<file path="src/hdl/packed_to_planar_rect_transfer_unit_assert.svh">
// ----------------------------------------------------------------------------
// Packed-to-planar transfer: assertion macros
// Concurrent check wrappers, compiled out for synthesis.
// ----------------------------------------------------------------------------
`ifndef PACKED_TO_PLANAR_RECT_TRANSFER_UNIT_ASSERT_SVH
`define PACKED_TO_PLANAR_RECT_TRANSFER_UNIT_ASSERT_SVH

`ifndef SYNTHESIS

// property must hold at every edge outside reset
`define P2PR_ASSERT(lbl, clk, rst_n, prop) \
	lbl: assert property (@(posedge clk) disable iff (!rst_n) prop) \
		else $error("p2pr check failed");

// condition must never be seen outside reset
`define P2PR_NEVER(lbl, clk, rst_n, cond) \
	lbl: assert property (@(posedge clk) disable iff (!rst_n) !(cond)) \
		else $error("p2pr forbidden condition");

`else

`define P2PR_ASSERT(lbl, clk, rst_n, prop)
`define P2PR_NEVER(lbl, clk, rst_n, cond)

`endif

`endif

</file>
<file path="src/hdl/p2pr_pkg.sv">
// ----------------------------------------------------------------------------
// Packed-to-planar transfer: shared package
// Widths, register indexes and the structs passed between modules.
// ----------------------------------------------------------------------------
package p2pr_pkg;

	localparam int ADDR_BITS  = 16;
	localparam int ADDR_OUT_W = 16;
	localparam int NUM_PLANES = 4;
	localparam int PLANE_W    = $clog2(NUM_PLANES);
	localparam int WORD_W     = 32;
	localparam int CFG_IDX_W  = 3;
	localparam int CFG_DATA_W = 11;

	// register indexes of the configuration port
	typedef enum logic [CFG_IDX_W-1:0] {
		REG_LINE_PITCH  = 3'd0,
		REG_RECT_LEFT   = 3'd1,
		REG_RECT_TOP    = 3'd2,
		REG_RECT_RIGHT  = 3'd3,
		REG_RECT_BOTTOM = 3'd4,
		REG_DIRECTION   = 3'd5
	} reg_idx_t;

	// direction codes
	localparam logic DIR_READ  = 1'b0;
	localparam logic DIR_WRITE = 1'b1;

	typedef struct packed {
		logic [9:0]  line_pitch;
		logic [10:0] rect_left;
		logic [9:0]  rect_top;
		logic [10:0] rect_right;
		logic [9:0]  rect_bottom;
		logic        direction;
	} cfg_t;

	// walker status towards the top level
	typedef struct packed {
		logic [ADDR_BITS-1:0] addr;
		logic                 done;
		logic                 empty;
	} walk_t;

endpackage

</file>
<file path="src/hdl/packed_to_planar_rect_transfer_unit.sv">
// ----------------------------------------------------------------------------
// Packed-to-planar rectangle transfer unit
// Converts 4-bit packed pixel words to VGA plane writes and back.
// ----------------------------------------------------------------------------
// Each input word covers one group of eight pixels of the rectangle. With
// direction set, a word yields four plane writes (planes 0 to 3, last on
// plane 3) issued one per cycle from the output register while out_ready
// holds; with direction clear, four plane bytes yield one packed word.
// Four plane lanes convert the whole word at once; the output port, one
// result per cycle unless out_ready stalls it, sets the write-mode rate.
// The next word is taken while the previous one's results drain. A register
// write drops ready for one cycle while the rectangle start offset is
// recomputed, and restarts the walk at the rectangle's first group.
// Rectangles holding no whole group swallow words without results.
// ----------------------------------------------------------------------------
`include "packed_to_planar_rect_transfer_unit_assert.svh"

module packed_to_planar_rect_transfer_unit (
	input  logic                           clk,
	input  logic                           arst_n,
	// register port
	input  logic                           cfg_wr_en,
	input  logic [p2pr_pkg::CFG_IDX_W-1:0] cfg_index,
	input  logic [p2pr_pkg::CFG_DATA_W-1:0] cfg_data,
	// input words
	input  logic                           in_valid,
	output logic                           in_ready,
	input  logic [p2pr_pkg::WORD_W-1:0]    data_word,
	// results
	output logic                           out_valid,
	input  logic                           out_ready,
	output logic [p2pr_pkg::PLANE_W-1:0]   plane,
	output logic [p2pr_pkg::ADDR_OUT_W-1:0] address,
	output logic [7:0]                     plane_byte,
	output logic [p2pr_pkg::WORD_W-1:0]    packed_word,
	output logic                           last,
	output logic                           rect_done
);
	import p2pr_pkg::*;

	cfg_t  cfg_q;
	logic  cfg_busy_q;
	logic  restart_q;
	walk_t walk;

	// word held for conversion
	logic                 hold_v_q;
	logic [WORD_W-1:0]    hold_word_q;
	logic [ADDR_BITS-1:0] hold_addr_q;
	logic                 hold_done_q;
	logic                 hold_dir_q;
	logic [PLANE_W-1:0]   beat_q;

	// output register
	logic                  out_valid_q;
	logic [PLANE_W-1:0]    plane_q;
	logic [ADDR_OUT_W-1:0] address_q;
	logic [7:0]            plane_byte_q;
	logic [WORD_W-1:0]     packed_q;
	logic                  last_q;
	logic                  done_q;

	logic [7:0]        lane_byte [NUM_PLANES];
	logic [WORD_W-1:0] lane_part [NUM_PLANES];
	logic [WORD_W-1:0] packed_merge;

	logic restart;
	logic out_free;
	logic move;
	logic hold_last;
	logic accept;

	// register writes; the walk restarts from the registered restart flag, on the new settings
	always_ff @(posedge clk or negedge arst_n) begin
		if (!arst_n) begin
			cfg_q.line_pitch  <= 10'd80;
			cfg_q.rect_left   <= 11'd0;
			cfg_q.rect_top    <= 10'd0;
			cfg_q.rect_right  <= 11'd640;
			cfg_q.rect_bottom <= 10'd480;
			cfg_q.direction   <= DIR_WRITE;
			cfg_busy_q        <= 1'b0;
			restart_q         <= 1'b0;
		end else begin
			cfg_busy_q <= cfg_wr_en;
			restart_q  <= restart;
			if (cfg_wr_en) begin
				unique case (reg_idx_t'(cfg_index))
					REG_LINE_PITCH:  cfg_q.line_pitch  <= cfg_data[9:0];
					REG_RECT_LEFT:   cfg_q.rect_left   <= cfg_data;
					REG_RECT_TOP:    cfg_q.rect_top    <= cfg_data[9:0];
					REG_RECT_RIGHT:  cfg_q.rect_right  <= cfg_data;
					REG_RECT_BOTTOM: cfg_q.rect_bottom <= cfg_data[9:0];
					REG_DIRECTION:   cfg_q.direction   <= cfg_data[0];
					default: ;
				endcase
			end
		end
	end

	// writes to indexes past the list leave the walk alone
	always_comb begin
		restart = 1'b0;
		if (cfg_wr_en) begin
			unique case (reg_idx_t'(cfg_index)) inside
				REG_LINE_PITCH, REG_RECT_LEFT, REG_RECT_TOP,
				REG_RECT_RIGHT, REG_RECT_BOTTOM, REG_DIRECTION: restart = 1'b1;
				default: restart = 1'b0;
			endcase
		end
	end

	// handshake between input, held word and output register
	assign out_free  = !out_valid_q || out_ready;
	assign move      = hold_v_q && out_free;
	assign hold_last = (hold_dir_q == DIR_READ) || (beat_q == PLANE_W'(NUM_PLANES - 1));
	assign in_ready  = !cfg_busy_q && (!hold_v_q || (move && hold_last));
	assign accept    = in_valid && in_ready;

	p2pr_walk u_walk (
		.clk     (clk),
		.arst_n  (arst_n),
		.cfg     (cfg_q),
		.restart (restart_q),
		.step    (accept && !walk.empty),
		.info    (walk)
	);

	// held word and beat counter
	always_ff @(posedge clk or negedge arst_n) begin
		if (!arst_n) begin
			hold_v_q <= 1'b0;
			beat_q   <= '0;
		end else if (accept && !walk.empty) begin
			hold_v_q <= 1'b1;
			beat_q   <= '0;
		end else if (move) begin
			if (hold_last) begin
				hold_v_q <= 1'b0;
			end else begin
				beat_q <= beat_q + PLANE_W'(1);
			end
		end
	end

	always_ff @(posedge clk) begin
		if (accept && !walk.empty) begin
			hold_word_q <= data_word;
			hold_addr_q <= walk.addr;
			hold_done_q <= walk.done;
			hold_dir_q  <= cfg_q.direction;
		end
	end

	// plane lanes
	for (genvar g = 0; g < NUM_PLANES; g++) begin : g_lane
		p2pr_lane u_lane (
			.lane_id     (PLANE_W'(g)),
			.word        (hold_word_q),
			.plane_byte  (lane_byte[g]),
			.packed_part (lane_part[g])
		);
	end

	// merge: lanes fill disjoint bits of the packed word
	always_comb begin
		packed_merge = '0;
		for (int i = 0; i < NUM_PLANES; i++) begin
			packed_merge = packed_merge | lane_part[i];
		end
	end

	// output register
	always_ff @(posedge clk or negedge arst_n) begin
		if (!arst_n) begin
			out_valid_q <= 1'b0;
		end else if (move) begin
			out_valid_q <= 1'b1;
		end else if (out_ready) begin
			out_valid_q <= 1'b0;
		end
	end

	always_ff @(posedge clk) begin
		if (move) begin
			address_q <= ADDR_OUT_W'(hold_addr_q);
			last_q    <= hold_last;
			done_q    <= hold_done_q;
			if (hold_dir_q == DIR_WRITE) begin
				plane_q      <= beat_q;
				plane_byte_q <= lane_byte[beat_q];
				packed_q     <= '0;
			end else begin
				plane_q      <= '0;
				plane_byte_q <= '0;
				packed_q     <= packed_merge;
			end
		end
	end

	assign out_valid   = out_valid_q;
	assign plane       = plane_q;
	assign address     = address_q;
	assign plane_byte  = plane_byte_q;
	assign packed_word = packed_q;
	assign last        = last_q;
	assign rect_done   = done_q;

	`P2PR_ASSERT(a_read_single_beat, clk, arst_n, (hold_v_q && hold_dir_q == DIR_READ) |-> beat_q == '0)
	`P2PR_ASSERT(a_beat_advances, clk, arst_n, (move && !hold_last) |=> (hold_v_q && beat_q == $past(beat_q) + PLANE_W'(1)))
	`P2PR_ASSERT(a_busy_after_write, clk, arst_n, cfg_wr_en |=> !in_ready)
	`P2PR_NEVER(a_write_beat_has_packed, clk, arst_n, out_valid_q && plane_q != '0 && packed_q != '0)

endmodule

</file>
<file path="src/hdl/p2pr_lane.sv">
// ----------------------------------------------------------------------------
// Packed-to-planar transfer: plane lane
// One plane's share of the conversion, both directions.
// ----------------------------------------------------------------------------
module p2pr_lane (
	input  logic [p2pr_pkg::PLANE_W-1:0] lane_id,
	input  logic [p2pr_pkg::WORD_W-1:0]  word,
	output logic [7:0]                   plane_byte,
	output logic [p2pr_pkg::WORD_W-1:0]  packed_part
);
	import p2pr_pkg::*;

	logic [7:0] plane_in;

	// this plane's byte in a read word
	assign plane_in = word[8*lane_id +: 8];

	// write: gather bit lane_id (right pixel) and lane_id+4 (left pixel) of each byte
	// read: scatter the plane byte back into the nibbles of the packed word
	always_comb begin
		plane_byte  = '0;
		packed_part = '0;
		for (int k = 0; k < 4; k++) begin
			plane_byte[7-2*k]              = word[8*k + 4 + lane_id];
			plane_byte[6-2*k]              = word[8*k + lane_id];
			packed_part[8*k + 4 + lane_id] = plane_in[7-2*k];
			packed_part[8*k + lane_id]     = plane_in[6-2*k];
		end
	end

endmodule

</file>
<file path="src/hdl/p2pr_walk.sv">
// ----------------------------------------------------------------------------
// Packed-to-planar transfer: rectangle walker
// Group and line counters, plane offset of the current group.
// ----------------------------------------------------------------------------
`include "packed_to_planar_rect_transfer_unit_assert.svh"

module p2pr_walk (
	input  logic            clk,
	input  logic            arst_n,
	input  p2pr_pkg::cfg_t  cfg,
	input  logic            restart,
	input  logic            step,
	output p2pr_pkg::walk_t info
);
	import p2pr_pkg::*;

	logic [ADDR_BITS-1:0] start_base_q;
	logic [7:0]           groups_q;
	logic [9:0]           lines_q;
	logic [ADDR_BITS-1:0] line_base_q;
	logic [7:0]           group_q;
	logic [9:0]           line_q;

	logic [19:0] top_prod;
	logic [20:0] start_sum;
	logic [10:0] col_span;
	logic [8:0]  group_nxt;
	logic [10:0] line_nxt;
	logic        group_wrap;
	logic        line_wrap;

	// rectangle geometry, registered from the settings every cycle
	assign top_prod  = 20'(cfg.rect_top) * 20'(cfg.line_pitch);
	assign start_sum = 21'(top_prod) + 21'(cfg.rect_left[10:3]);
	assign col_span  = cfg.rect_right - cfg.rect_left;

	always_ff @(posedge clk or negedge arst_n) begin
		if (!arst_n) begin
			start_base_q <= '0;
			groups_q     <= 8'd80;
			lines_q      <= 10'd480;
		end else begin
			start_base_q <= ADDR_BITS'(start_sum);
			groups_q     <= (cfg.rect_right > cfg.rect_left) ? col_span[10:3] : 8'd0;
			lines_q      <= (cfg.rect_bottom > cfg.rect_top) ?
			                (cfg.rect_bottom - cfg.rect_top) : 10'd0;
		end
	end

	assign group_nxt  = {1'b0, group_q} + 9'd1;
	assign line_nxt   = {1'b0, line_q} + 11'd1;
	assign group_wrap = group_nxt >= {1'b0, groups_q};
	assign line_wrap  = line_nxt >= {1'b0, lines_q};

	// walk along a line, then down by the pitch; start over after the last group
	always_ff @(posedge clk or negedge arst_n) begin
		if (!arst_n) begin
			line_base_q <= '0;
			group_q     <= '0;
			line_q      <= '0;
		end else if (restart) begin
			line_base_q <= ADDR_BITS'(start_sum);
			group_q     <= '0;
			line_q      <= '0;
		end else if (step) begin
			if (group_wrap) begin
				group_q <= '0;
				if (line_wrap) begin
					line_base_q <= start_base_q;
					line_q      <= '0;
				end else begin
					line_base_q <= line_base_q + ADDR_BITS'(cfg.line_pitch);
					line_q      <= line_nxt[9:0];
				end
			end else begin
				group_q <= group_nxt[7:0];
			end
		end
	end

	assign info.addr  = line_base_q + ADDR_BITS'(group_q);
	assign info.done  = group_wrap && line_wrap;
	assign info.empty = (groups_q == 8'd0) || (lines_q == 10'd0);

	`P2PR_ASSERT(a_group_in_range, clk, arst_n, !info.empty |-> group_q < groups_q)
	`P2PR_ASSERT(a_line_in_range, clk, arst_n, !info.empty |-> line_q < lines_q)

endmodule
</file>
<file path="config.mk">
export PLATFORM = sky130hd
export DESIGN_NAME = packed_to_planar_rect_transfer_unit
export DESIGN_NICKNAME = d
export VERILOG_FILES = /design/src/hdl/p2pr_pkg.sv /design/src/hdl/packed_to_planar_rect_transfer_unit.sv /design/src/hdl/p2pr_lane.sv /design/src/hdl/p2pr_walk.sv
export VERILOG_INCLUDE_DIRS = /design/src /design/src/hdl
export SDC_FILE = /design/constraint.sdc
export NUM_CORES = 1
export LEC_CHECK = 0
export BUFFER_PORTS_ARGS = -buffer_cell sky130_fd_sc_hd__buf_4
export CAP_MARGIN = 5
export CORE_ASPECT_RATIO = 0.7
export CORE_MARGIN = 5
export CORE_UTILIZATION = 35
export DETAILED_ROUTE_END_ITERATION = 10
export GPL_ROUTABILITY_DRIVEN = 1
export SYNTH_ARGS = -nofsm -noshare
export SYNTH_HDL_FRONTEND = slang
export SYNTH_HIERARCHICAL = 1
export SYNTH_SLANG_ARGS = --single-unit
</file>
<file path="constraint.sdc">
create_clock -name clk -period 5.7 [get_ports clk]
set_input_delay 1.14 -clock clk [delete_from_list [all_inputs] [get_ports clk]]
set_output_delay 1.14 -clock clk [all_outputs]
set_load 0.01 [all_outputs]
</file>
Yosys cells after proc, flatten, opt, wreduce, memory -nomap -nowiden:

Index checks and enable logic that the tools add are counted.

* flip-flop bits (word level): 237
* output and inout port bits: 62

* $add $sub $neg: 8
* $mul: 1
* order comparisons: 5
* equality and inequality tests: 7
* mux-type cells: 26
* bitwise logic cells: 5
* reductions and logical operators: 32

Operators by type and width (number)
* two-way mux 16 bit: 4
* two-way mux 10 bit: 5
* two-way mux 8 bit: 6
* adder 16 x 8 -> 16 bit: 2
* OR 31 x 32 -> 32 bit: 1
* OR 30 x 31 -> 31 bit: 1
* OR 29 x 30 -> 30 bit: 1
* AND reduction 2 bit: 9
* adder 16 x 10 -> 16 bit: 1
* binary-select mux 8 bit (select 2 bit): 1
* multiplier 10 x 10 -> 16 bit: 1
* adder 10 x 1 -> 11 bit (second input constant): 1
* >= comparator 11 x 10 -> 1 bit: 1
* > comparator 11 bit: 1
* subtractor 11 bit: 1
* > comparator 10 bit: 1
* logical NOT 10 bit: 1
* nonzero test 2 bit: 5
* subtractor 10 bit: 1
* adder 8 x 1 -> 9 bit (second input constant): 1
* >= comparator 9 x 8 -> 1 bit: 1
* logical NOT 8 bit: 1
* two-way mux 1 bit: 7
* equality test 3 x 2 -> 1 bit (second input constant): 2
* other kinds (14): 28

Logic depth before layout (Yosys ltp):

Gate-level depths: netlist of run 1.

* depth in word-level cells: 10
* gate-level depth with buffers: 21
* depth with buffers taken out: 20

Cells and area by module:

The synthesis of run 1 kept the hierarchy.

By module, submodules not included
* p2pr_walk: instances 1, cells each 949, area each 8200.4 um2, seq. area each 1709.1 um2
* packed_to_planar_rect_transfer_unit: instances 1, cells each 345, area each 6238.5 um2, seq. area each 4790.8 um2
* p2pr_lane (g_lane[0].u_lane ...): instances 3, cells each 48, area each 498.0 um2, seq. area each 0.0 um2
* p2pr_lane (g_lane[3].u_lane): instances 1, cells each 48, area each 480.5 um2, seq. area each 0.0 um2

Worst setup path before layout of run 1:

No wires, ideal clock.

* kind: register to register
* start point: register cfg_q[46] in the netlist's numbering
* end point: register u_walk.line_base_q[15]
* arrival: 5.184 ns
* slack: 0.390 ns
* cell stages (with the launch flop): 22
* period minus slack after synthesis: 5.310 ns
* path through: dfrtp_1 -> clkbuf_1 -> nand2_1 -> fa_1 -> inv_1 -> fa_1 -> inv_1 -> fa_1 -> inv_1 -> fa_1 -> inv_1 -> fa_1 -> inv_1 -> ha_1 -> nor4_1 -> o21ai_0 -> a41oi_2 -> o21ai_2 -> a211o_1 -> o21ai_2 -> xnor2_1 -> a221o_1

* elaborated cells on any way between the ends: 7

RTL lines
* start: declaration: line packed_to_planar_rect_transfer_unit.sv:41 `cfg_t cfg_q;`
* multiplier 10 x 10 -> 16 bit: line p2pr_walk.sv:33 `assign top_prod = 20'(cfg.rect_top) * 20'(cfg.line_pitch);`
* adder 16 x 8 -> 16 bit: line p2pr_walk.sv:34 `assign start_sum = 21'(top_prod) + 21'(cfg.rect_left[10:3]);`
* via u_walk.start_sum[15]: line p2pr_walk.sv:25 `logic [20:0] start_sum;`
* two-way mux 16 bit: line p2pr_walk.sv:61 `end else if (restart) begin`
* end signal: assignment: line p2pr_walk.sv:62 `line_base_q <= ADDR_BITS'(start_sum);`
* end signal: assignment: line p2pr_walk.sv:69 `line_base_q <= start_base_q;`
* end signal: assignment: line p2pr_walk.sv:72 `line_base_q <= line_base_q + ADDR_BITS'(cfg.line_pitch);`
* end: declaration: line p2pr_walk.sv:20 `logic [ADDR_BITS-1:0] line_base_q;`

The timed path passes the listed nets, and every way through them passes these cells. The select of a mux whose other input is x is not followed.
A chain may end at the register's enable or synchronous reset.

Final worst setup path of run 1:

* start point: register cfg_q[26] in the netlist's numbering
* end point: register u_walk.line_base_q[15]

The elaborated chain is that of the path after synthesis.

==> summary.txt, run 1 <==
Run status
  – Status: finished clean

Clocking
  – Clk slew on worst S/H paths: 0.06 ns
  – CTS tree: built
  – Clk buf depth: 3
  – CTS Buf Count: 26
  – H-tree levels: 1
  – Worst skew pair latency: 0.57 ns
  – TritonCTS Sinks: 237
  – Clock root buffer: clkbuf_16

Power
  – P per Cell Area: 627 nW/um^2
  – Clk pwr share: 0.149
  – Switching power total: 0.00521 W
  – Worst vdd ir: 0.000643 V
  – Sw Share: 0.441
  – Static leakage: 8.53 nW
  – Design Power: 0.0118 W
  – Cell-internal power: 0.00660 W
  – Logic pwr share: 0.601
  – Sequential Power Share: 0.250

STA
  – Slew margin rel.: 0.415
  – Tcrit/Tclk final: 0.963
  – Final Hold Vio Count: 0
  – Maximum clock frequency: 0.182 GHz
  – Clock skew after layout: 0.0275 ns
  – Final setup vio count: 0
  – WHS: 0.419 ns
  – RSZ-0062 raised after global routing: no
  – Worst slew pin tran: 0.878 ns
  – Max-slew violations: 0
  – Setup TNS: 0 ns
  – Crit path time final: 5.49 ns

Min path
  – Min-Delay Endpoint: address[4]
  – Min-Delay Startpoint: hold_addr_q[4]
  – Hold WC Path Type: flop to flop
  – Hold Path Depth: 0

Drt
  – DRC: 0
  – Drt first pass iters: 5
  – Vias: 11646
  – DR vias/cell: 5.20
  – Final ANT Viol Nets: 0
  – WL per Instance: 18.5 um
  – Post-Route WL: 41400 um
  – DR iter-0 viols: 901

Setup path
  – CP Class: flop to flop
  – Worst EP required: 6.15 ns
  – Critical Path End Type: flop
  – Crit path DAT: 5.94 ns
  – Worst Reg-to-Reg Cells: 18
  – Crit path max fanout: 12
  – Critical Path Start: cfg_q[26]
  – RR Startpoint: cfg_q[26]
  – Worst R2R End: u_walk/line_base_q[15]
  – R2R Setup Slk: 0.21 ns
  – CP Launch Type: flop

Placed design
  – Dpl hpwl: 31200 um
  – Buffers on Ports: 112
  – Placed Cells incl. Taps: 2189
  – GP Congestion: 0.875

Die
  – Die Width: 269 um
  – Initial Utilization: 0.354
  – Core Box Area: 46400 sq um
  – Die Span Y: 191 um
  – Rows: 66
  – Die ar.: 51400 sq um
  – IO Pins: 113

Logic synthesis
  – Cells after Synth: 1486
  – Mean Syn Cell Area: 11.0 sq um
  – Post-synthesis sequential area ratio: 0.396
  – FF+latch count, synth: 237
  – Most used flip-flop cell after synthesis: dfrtp_1
  – Cell area after synthesis: 16400 sq um
  – Post-synth EDFFs: 110
  – Syn. warnings: 6
  – Ys async rst share: 0.536
  – Synth unique cells: 77

Global route
  – Vias in the first global route: 11584
  – Total GRT Usage: 0.163
  – Initial antenna violation count: 0
  – Grt total ovfl: 0
  – First-pass GRT wire length: 66900 um
  – Largest net degree at the start of global routing: 69

Layout
  – Nets: 1830
  – Fin cells: 2241
  – Area grow syn2layout: 14.7%
  – Share of cells above drive strength 1: 0.179
  – Fillers: 4486
  – Final Util: 0.406

Job
  – # Max-Cap Violations: 0
==> power groups by stage <==
stage	combinational (W)	clock (W)	sequential (W)
2_1_floorplan	0.00518	0	0.00284
3_3_place_gp	0.00685	0	0.00297
3_5_place_dp	0.00699	0	0.00298
4_1_cts	0.00705	0.00181	0.00295
5_1_grt	0.00803	0.00189	0.00302
6_report	0.00710	0.00176	0.00295
==> layout make-up <==
type	count	area (sq um)	area share
multi-input combinational	1049	9060	0.482
sequential	237	6500	0.345
timing repair buffer	134	1010	0.0534
tap	612	766	0.0407
clock buffer	31	683	0.0363
inverter	160	601	0.0319
clock inverter	17	200	0.0106
antenna	1	2.50	0.000133
==> critical path, cell delays in order (launching register included) <==
cell     delay, ns
dfrtp_1       0.61
nand2_1       0.14
fa_1          0.53
inv_1         0.05
fa_1          0.45
ha_1          0.34
fa_1          0.53
inv_1         0.05
fa_1          0.52
inv_1         0.04
ha_1          0.33
or3_1         0.37
a21o_1        0.20
a41oi_2       0.26
o21ai_2       0.11
a211o_1       0.31
o21ai_2       0.06
xnor2_1       0.10
a221o_1       0.37
==> timing repair <==
item	CTS	global route
hold buffers	0	0
resized for setup	0	4
setup buffers	0	3
setup endpoints to repair	0	1
==> worst max path at each step <==
stage,end,slack (ns),cells past startpoint
floorplan,u_walk/line_base_q[15],0.39,21
finish,u_walk/line_base_q[15],0.21,18
global route,u_walk/line_base_q[15],0.02,20
global placement,u_walk/line_base_q[15],0.31,18
detailed placement,u_walk/line_base_q[15],0.14,20
CTS,u_walk/line_base_q[15],0.18,20
==> state kept, by name, summed over array words and instances (netlist names), 2 cells and up <==
signal / cells
address: 16
beat_q: 2
cfg_q: 53
hold_addr_q: 16
hold_word_q: 32
packed_word: 32
plane: 2
plane_byte: 8
u_walk/group_q: 8
u_walk/groups_q: 8
u_walk/line_base_q: 16
u_walk/line_q: 10
u_walk/lines_q: 10
u_walk/start_base_q: 16
==> metal layers <==
layer / share of wire / track usage / vias up
met5: 0 / 0 / -
met4: 0.014 / 0.0243 / 0
met3: 0.070 / 0.0328 / 40
met2: 0.41 / 0.232 / 346
met1: 0.51 / 0.260 / 5811
li1: - / - / 5449
==> cells in the mapped netlist, types with 4 or more instances <==
library cell,n,area [sq um]
a211oi_1,13,97.6
o31ai_1,7,52.6
mux4_2,24,541
xnor2_1,33,289
or3_1,4,25.0
nor4_1,36,225
buf_4,4,30.0
dfrtp_1,112,2800
o21bai_1,5,37.5
xor2_1,30,263
and3_1,41,257
clkbuf_2,4,20.0
buf_6,10,113
nor3b_1,37,278
inv_1,160,601
nor2_1,83,312
nand3_1,21,105
dfstp_2,15,394
buf_2,25,125
o21ai_0,49,245
nand4_1,6,37.5
nand2_1,107,402
nor2b_1,10,62.6
ha_1,103,1290
nand2b_1,16,100
a22o_1,9,78.8
and2_1,50,313
nor3_1,18,90.1
o21a_1,8,60.1
mux4_1,16,420
a21oi_1,31,155
a21o_1,18,135
a21boi_0,4,30.0
mux2_2,55,619
and3b_1,65,569
clkbuf_1,25,93.8
fa_1,68,1360
edfxtp_1,110,3300
==> cells in the final DEF (no fill, tap or decap), drive strengths merged, types with 18 or more instances in the layout <==
cell / synthesis / layout
nand2: 107 / 107
nor3b: 37 / 37
fa: 68 / 68
nor4: 36 / 36
inv: 160 / 161
clkbuf: 29 / 31
a21o: 18 / 18
o21ai: 52 / 52
nor3: 20 / 20
buf: 41 / 134
a21oi: 31 / 31
and2: 50 / 50
xor2: 30 / 30
nor2: 83 / 83
dfrtp: 112 / 112
and3: 41 / 41
nand3: 21 / 21
ha: 103 / 103
mux2: 55 / 55
and3b: 65 / 65
edfxtp: 110 / 110
xnor2: 33 / 33
mux4: 40 / 40
conb: 2 / 32
==> per-stage QoR <==
step           instance area, sq um  setup slack [ns]
5_1_grt                       18800            0.0174
3_3_place_gp                  17900             0.314
2_1_floorplan                 16500             0.390
4_1_cts                       18800             0.182
6_report                      18800             0.211
3_5_place_dp                  17900             0.145
==> logic make-up (layout without fill, tap and decap cells) <==
family,after synthesis,after routing,synth area share
AND/OR/NAND/NOR,510,510,0.179
flip-flops,237,237,0.396
buffers and inverters,230,342,0.0603
AO/OA/AOI/OAI,176,176,0.0720
adder cells (fa/ha/maj),171,171,0.161
multiplexers,97,97,0.0975
XOR/XNOR,63,63,0.0336
other,2,33,0.000458
No activity file was read; power rests on OpenSTA's default activity.
==> inputs of run 2 (changes only) <==
Settings changed: SYNTH_HIERARCHICAL 1 to default.
==> run 2 against run 1 <==
Compared with the run above: clock skew shrank 0.00056 ns; hold slack lost 0.0013 ns; wire length shrank 16%; register-to-register slack gained 0.26 ns.
==> summary.txt, run 2 <==
Run status
  – Status: finished clean

Power
  – Clk pwr share: 0.155 (+0.006)
  – Cell-internal power: 0.00603 W (-8.6%)
  – Sw Share: 0.439 (-0.00244)
  – Static leakage: 7.24 nW (-15%)
  – Switching power total: 0.00471 W (-9.5%)
  – Logic pwr share: 0.579 (-0.022)
  – Worst vdd ir: 0.000538 V (-16%)
  – P per Cell Area: 640 nW/um^2 (+2.1%)
  – Sequential Power Share: 0.266 (+0.016)

Clocking
  – H-tree levels: 1 (unchanged)
  – # Post-CTS Setup Buffers: 0 (unchanged)
  – Resized cells post-CTS: 0 (unchanged)
  – Clk slew on worst S/H paths: 0.06 ns (about the same)
  – CTS tree: built
  – Count of hold-fix buffers inserted at cts: 0 (unchanged)
  – CTS Buf Count: 26 (unchanged)
  – Worst skew pair latency: 0.56 ns (about the same)
  – Clock root buffer: clkbuf_16
  – TritonCTS Sinks: 237 (unchanged)
  – Clk buf depth: 3 (unchanged)

Layout
  – N_diodes: 0 (-1)
  – Final Util: 0.409 (+0.00341)
  – Share of cells above drive strength 1: 0.172 (-0.00676)
  – Fillers: 3953 (-12%)
  – Most frequent cells in the layout: inv_1, buf_4, dfrtp_1
  – Area grow syn2layout: 15.4%
  – Fin cells: 1986 (-11%)
  – Largest register FFs: 53 (unchanged)
  – Nets: 1644 (-10%)
  – Fin area: 16800 sq um (-11%)
  – Reg with most FFs: cfg_q
  – Commonest non-fill, non-tap cell in the layout: inv_1

STA
  – Slew margin rel.: 0.249 (-0.165)
  – Tcrit/Tclk final: 0.917 (-0.0459)
  – RSZ-0062 raised after global routing: no
  – Worst slew pin tran: 1.13 ns (+0.248 ns)
  – Maximum clock frequency: 0.191 GHz (+5.0%)
  – Max-slew violations: 0 (unchanged)
  – Crit path time final: 5.23 ns (-0.262 ns)
  – Clock skew after layout: 0.0270 ns (-0.000562 ns)
  – Final setup vio count: 0 (unchanged)
  – Setup TNS: 0 ns (unchanged)
  – Final Hold Vio Count: 0 (unchanged)

Job
  – # Max-Cap Violations: 0 (unchanged)

Setup path
  – Worst EP required: 6.16 ns (about the same)
  – CP Class: flop to flop
  – CP Depth: 17 (-1)
  – Slowest stage delay, CP: 0.61 ns (about the same)
  – R2R Setup Slk: 0.47 ns (+0.26 ns)
  – Critical Path Start: cfg_q[22]
  – Most used cell, CP: fa_1
  – Crit path max fanout: 12 (unchanged)
  – Crit path DAT: 5.69 ns (-0.25 ns)
  – Worst Reg-to-Reg Cells: 17 (-1)
  – Critical-path top delay cell: dfrtp_1
  – RR Startpoint: cfg_q[22]
  – Critical Path End Type: flop
  – CP endpoint: u_walk.line_base_q[15]
  – Worst R2R End: u_walk.line_base_q[15]
  – Critical path buffer and inverter count: 3 (unchanged)
  – Crit-path cells: nand2_1, fa_1, fa_1, inv_1, fa_1, fa_1, inv_1, fa_1, inv_1, ha_1, a21o_1, a21oi_1, o21ai_0, a21oi_1, a21oi_1, xnor2_1, a221oi_2
  – CP Launch Type: flop
  – CP top delay family: adder cells

Logic synthesis
  – Synth unique cells: 76 (-1.3%)
  – Post-synth EDFFs: 110 (unchanged)
  – Syn. warnings: 0 (-6)
  – Top-count cell post-synth: inv_1
  – Area leader, netlist: edfxtp_1
  – Synth cell count leaders: inv_1, dfrtp_1, nand2_1
  – Ys async rst share: 0.536 (unchanged)
  – Most used flip-flop cell after synthesis: dfrtp_1
  – Mean Syn Cell Area: 11.1 sq um (+0.16%)
  – Synth Net Count: 1537
  – FF+latch count, synth: 237 (unchanged)
  – Post-synthesis sequential area ratio: 0.447 (+0.0508)
  – Cells after Synth: 1315 (-12%)
  – Area share of the largest cell type after synthesis: 0.227 (+0.0258)
  – Cell area after synthesis: 14500 sq um (-11%)
  – Top post-synthesis cells by area: edfxtp_1, dfrtp_1, fa_1, ha_1, inv_1

Drt
  – WL per Instance: 17.6 um (-4.7%)
  – DR iter-0 viols: 761 (-16%)
  – Final ANT Viol Nets: 0 (unchanged)
  – DR vias/cell: 4.97 (-4.4%)
  – Post-Route WL: 35000 um (-16%)
  – Vias: 9871 (-15%)
  – Drt first pass iters: 5 (unchanged)
  – DRC: 0 (unchanged)

Global route
  – Largest net degree at the start of global routing: 74 (+7.2%)
  – First-pass GRT wire length: 56900 um (-15%)
  – Vias in the first global route: 9973 (-14%)
  – Grt total ovfl: 0 (unchanged)
  – Initial antenna violation count: 1 (+1)
  – Total GRT Usage: 0.154 (-0.00905)

Die
  – Die ar.: 45800 sq um (-11%)
  – Die Width: 254 um (-5.6%)
  – Rows: 62 (-6.1%)
  – IO Pins: 113 (unchanged)
  – Die Span Y: 181 um (-5.5%)
  – Core Box Area: 41000 sq um (-12%)
  – Initial Utilization: 0.355 (+0.000842)

Min path
  – Hold WC Path Type: flop to flop

Placed design
  – GP Congestion: 0.875 (about the same)
  – Dpl cell area: 15900 sq um (-11%)
  – Buffers on Ports: 112 (unchanged)
  – Dpl hpwl: 26700 um (-14%)
  – Placed Cells incl. Taps: 1938 (-11%)
## run 2: changes by cell type in the layout (fill, tap and decap cells not counted), sizes merged, moves of 17 or more
| cell | previous run | this run |
|---|---|---|
| conb | 32 | 0 |
| nor3b | 37 | 5 |
| nor2b | 10 | 43 |
| mux2 | 55 | 32 |
| inv | 161 | 144 |
| mux4 | 40 | 8 |
| and3 | 41 | 11 |
| and3b | 65 | 0 |
| o21ai | 52 | 75 |
| nor4 | 36 | 3 |
| xnor2 | 33 | 50 |
## run 2: through the flow
step	total power [W]	setup slack [ns]	hold slack [ns]
6_report	0.0107	0.473	0.417
2_1_floorplan	0.00728	0.752	0.400
5_1_grt	0.0118	0.163	0.426
3_3_place_gp	0.00892	0.638	0.402
4_1_cts	0.0108	0.473	0.419
3_5_place_dp	0.00905	0.465	0.405
## run 2: kinds of logic after synthesis
| kind of cell | after synthesis | share of synthesized area |
|---|---|---|
| XOR/XNOR | 66 | 0.0397 |
| AO/OA/AOI/OAI | 198 | 0.0925 |
| buffers and inverters | 188 | 0.0513 |
| adder cells (fa/ha/maj) | 171 | 0.182 |
| flip-flops | 237 | 0.447 |
| multiplexers | 45 | 0.0406 |
| AND/OR/NAND/NOR | 410 | 0.147 |
## run 2: routing by layer
metal | vias to the layer above | global-route usage | wire length, um
li1 | 4723 | - | -
met1 | 4886 | 0.251 | 18600
met2 | 232 | 0.215 | 14000
met3 | 30 | 0.0310 | 2040
met4 | 0 | 0.0202 | 365
met5 | - | 0 | 0
## run 2: how the worst min path moves through the flow
stage | cells past startpoint | to | slack (ns) | start
floorplan | 0 | address[0] | 0.40 | hold_addr_q[0]
global placement | 0 | address[1] | 0.40 | hold_addr_q[1]
detailed placement | 0 | address[14] | 0.40 | hold_addr_q[14]
CTS | 0 | address[14] | 0.42 | hold_addr_q[14]
global route | 0 | address[14] | 0.43 | hold_addr_q[14]
finish | 0 | address[14] | 0.42 | hold_addr_q[14]
## run 2: area by class of cell
type | count | area, sq um | area share
clock buffers | 38 | 726 | 0.0432
inverters | 144 | 541 | 0.0322
repair buffers | 123 | 923 | 0.0550
clock inverters | 10 | 114 | 0.00678
flip-flops and latches | 237 | 6500 | 0.387
well taps | 544 | 681 | 0.0405
multi-input cells | 890 | 7300 | 0.435
## run 2: power groups by stage
stage               clock [W]  combinational [W]  sequential [W]
floorplan                   0            0.00454         0.00274
global placement            0            0.00605         0.00287
detailed placement          0            0.00616         0.00289
CTS                   0.00171            0.00622         0.00286
global route          0.00180            0.00706         0.00292
finish                0.00167            0.00622         0.00286
## run 2: worst reg2reg max path, delay by kind of cell (launching register included)
kind            cells  cell delay, ns
compound gates      6            1.13
buf+inv             3            0.15
fa+ha+maj           6            2.93
simple gates        1            0.16
xor+xnor            1            0.18
flops               1            0.61
==> inputs of run 3 (changes only) <==
Settings changed: CORE_UTILIZATION 35 to 27.
==> run 3 against run 2 <==
Compared with the run above: critical path depth down 1; clock power barely moved; non-clock buffer count down 1; final area grew 1.5%; maximum frequency is 0.86% lower; sequential power hardly changed; critical path type unchanged; largest cell class unchanged; largest power group unchanged.
==> summary.txt, run 3 (same netlist as run 2, synthesis figures left out) <==
Power
  – Sequential Power Share: 0.266 (about the same)
  – Cell-internal power: 0.00604 W (+0.11%)
  – Logic pwr share: 0.577 (-0.002)
  – Static leakage: 7.24 nW (about the same)
  – Worst vdd ir: 0.000544 V (+1.1%)
  – Clk pwr share: 0.157 (+0.002)
  – Sw Share: 0.443 (+0.00401)
  – Switching power total: 0.00480 W (+1.8%)
  – P per Cell Area: 636 nW/um^2 (-0.65%)
  – Design Power: 0.0108 W (+0.84%)

STA
  – Tcrit/Tclk final: 0.925 (+0.00800)
  – Worst slew pin tran: 1.14 ns (+0.00906 ns)
  – Slew margin rel.: 0.243 (-0.00604)
  – WHS: 0.419 ns (+0.00196 ns)
  – RSZ-0062 raised after global routing: no
  – Final Hold Vio Count: 0 (unchanged)
  – PnR worst setup slack: 0.428 ns (-0.0456 ns)
  – Setup TNS: 0 ns (unchanged)
  – Clock skew after layout: 0.0179 ns (-0.00901 ns)
  – Final setup vio count: 0 (unchanged)
  – Crit path time final: 5.27 ns (+0.0456 ns)
  – Maximum clock frequency: 0.190 GHz (-0.86%)
  – Max-slew violations: 0 (unchanged)

Setup path
  – Worst EP required: 6.17 ns (about the same)
  – Crit path DAT: 5.75 ns (+0.06 ns)
  – Critical Path End Type: flop
  – CP Launch Type: flop
  – R2R Setup Slk: 0.43 ns (-0.05 ns)
  – CP Class: flop to flop
  – CP endpoint: u_walk.line_base_q[15]
  – Crit path max fanout: 11 (-1)
  – Worst Reg-to-Reg Cells: 16 (-1)
  – RR Startpoint: cfg_q[26]
  – Critical Path Start: cfg_q[26]
  – Worst R2R End: u_walk.line_base_q[15]

Drt
  – Post-Route WL: 36200 um (+3.5%)
  – Vias: 9968 (+0.98%)
  – DR vias/cell: 4.59 (-7.6%)
  – DR iter-0 viols: 680 (-11%)
  – WL per Instance: 16.7 um (-5.3%)
  – Final ANT Viol Nets: 0 (unchanged)
  – Drt first pass iters: 5 (unchanged)
  – DRC: 0 (unchanged)

Global route
  – Total GRT Usage: 0.123 (-0.0309)
  – First-pass GRT wire length: 57400 um (+0.92%)
  – Grt total ovfl: 0 (unchanged)
  – Met1 usage: 0.197 (-0.0536)
  – Vias in the first global route: 9914 (-0.59%)
  – Largest net degree at the start of global routing: 63 (-15%)
  – M2 GR Usage: 0.166 (-0.0491)
  – GRT met3 Usage: 0.0351 (+0.00410)
  – Gr busiest metal: met1
  – Initial antenna violation count: 0 (-1)

Placed design
  – Buffers on Ports: 112 (unchanged)
  – Dpl hpwl: 27500 um (+3.1%)
  – GP Congestion: 0.882 (+0.77%)
  – DP Worst Slack: 0.451 ns (-0.0140 ns)

Layout
  – Share of cells above drive strength 1: 0.171 (-0.000575)
  – Area grow syn2layout: 17.1%
  – Reg with most FFs: cfg_q
  – Largest register FFs: 53 (unchanged)
  – Most frequent cells in the layout: inv_1, buf_4, dfrtp_1
  – N_diodes: 0 (unchanged)
  – Final Util: 0.318 (-0.0910)
  – Nets: 1643 (-0.061%)
  – Commonest non-fill, non-tap cell in the layout: inv_1

Clocking
  – Count of hold-fix buffers inserted at cts: 0 (unchanged)
  – H-tree levels: 1 (unchanged)
  – Clk buf depth: 3 (unchanged)
  – TritonCTS Sinks: 237 (unchanged)
  – # Post-CTS Setup Buffers: 0 (unchanged)
  – Worst skew pair latency: 0.56 ns (about the same)
  – CTS Buf Count: 26 (unchanged)
  – CTS tree: built
  – Clock root buffer: clkbuf_16
  – Resized cells post-CTS: 0 (unchanged)
  – Clk slew on worst S/H paths: 0.07 ns (about the same)

Die
  – Die Width: 287 um (+13%)
  – Core Box Area: 53600 sq um (+31%)
  – Die ar.: 58700 sq um (+28%)
  – Rows: 71 (+15%)
  – IO Pins: 113 (unchanged)
  – Die Span Y: 204 um (+13%)
  – Initial Utilization: 0.272 (-0.0829)

Job
  – # Max-Cap Violations: 0 (unchanged)

Min path
  – Hold WC Path Type: flop to flop
  – Min-Delay Startpoint: hold_addr_q[9]

Run status
  – Status: finished clean
-- run 3: power by group through the flow --
stage          sequential (W)  combinational (W)  clock (W)
2_1_floorplan         0.00274            0.00454          0
3_3_place_gp          0.00289            0.00604          0
3_5_place_dp          0.00291            0.00616          0
4_1_cts               0.00288            0.00622    0.00176
5_1_grt               0.00294            0.00703    0.00181
6_report              0.00288            0.00626    0.00170
-- run 3: how the worst min path moves through the flow --
stage,depth (start not counted),to
floorplan,0,address[0]
global placement,0,address[5]
detailed placement,0,address[7]
CTS,0,address[9]
global route,0,address[7]
finish,0,address[9]
-- run 3: layer usage --
| metal | up-vias | part of all wire |
|---|---|---|
| met4 | 0 | 0.012 |
| met2 | 309 | 0.38 |
| li1 | 4728 | - |
| met3 | 36 | 0.089 |
| met5 | - | 0 |
| met1 | 4895 | 0.52 |
-- run 3: stage by stage --
step                instance area (sq um)  cells
global placement                    16200   2123
detailed placement                  16200   2123
CTS                                 17000   2171
global route                        17000   2171
finish                              17000   2171
floorplan                           14500   1315
-- run 3: worst max-delay path, stage by stage (launching register included) --
cell	delay, ns
dfrtp_1	0.52
and2_1	0.25
fa_1	0.56
fa_1	0.44
fa_1	0.52
fa_1	0.55
inv_1	0.06
fa_1	0.54
inv_1	0.05
ha_1	0.37
a21o_1	0.21
a21oi_1	0.24
o21ai_0	0.14
a21oi_1	0.17
a21oi_1	0.10
xnor2_1	0.17
a221oi_2	0.29
-- run 3: cell type report --
| type | count | area (sq um) |
|---|---|---|
| clock buffer | 40 | 764 |
| fill | 5445 | 36500 |
| timing repair buffer | 122 | 916 |
| inverter | 144 | 541 |
| sequential | 237 | 6500 |
| multi-input combinational | 890 | 7310 |
| clock inverter | 8 | 92.6 |
| tap | 730 | 913 |
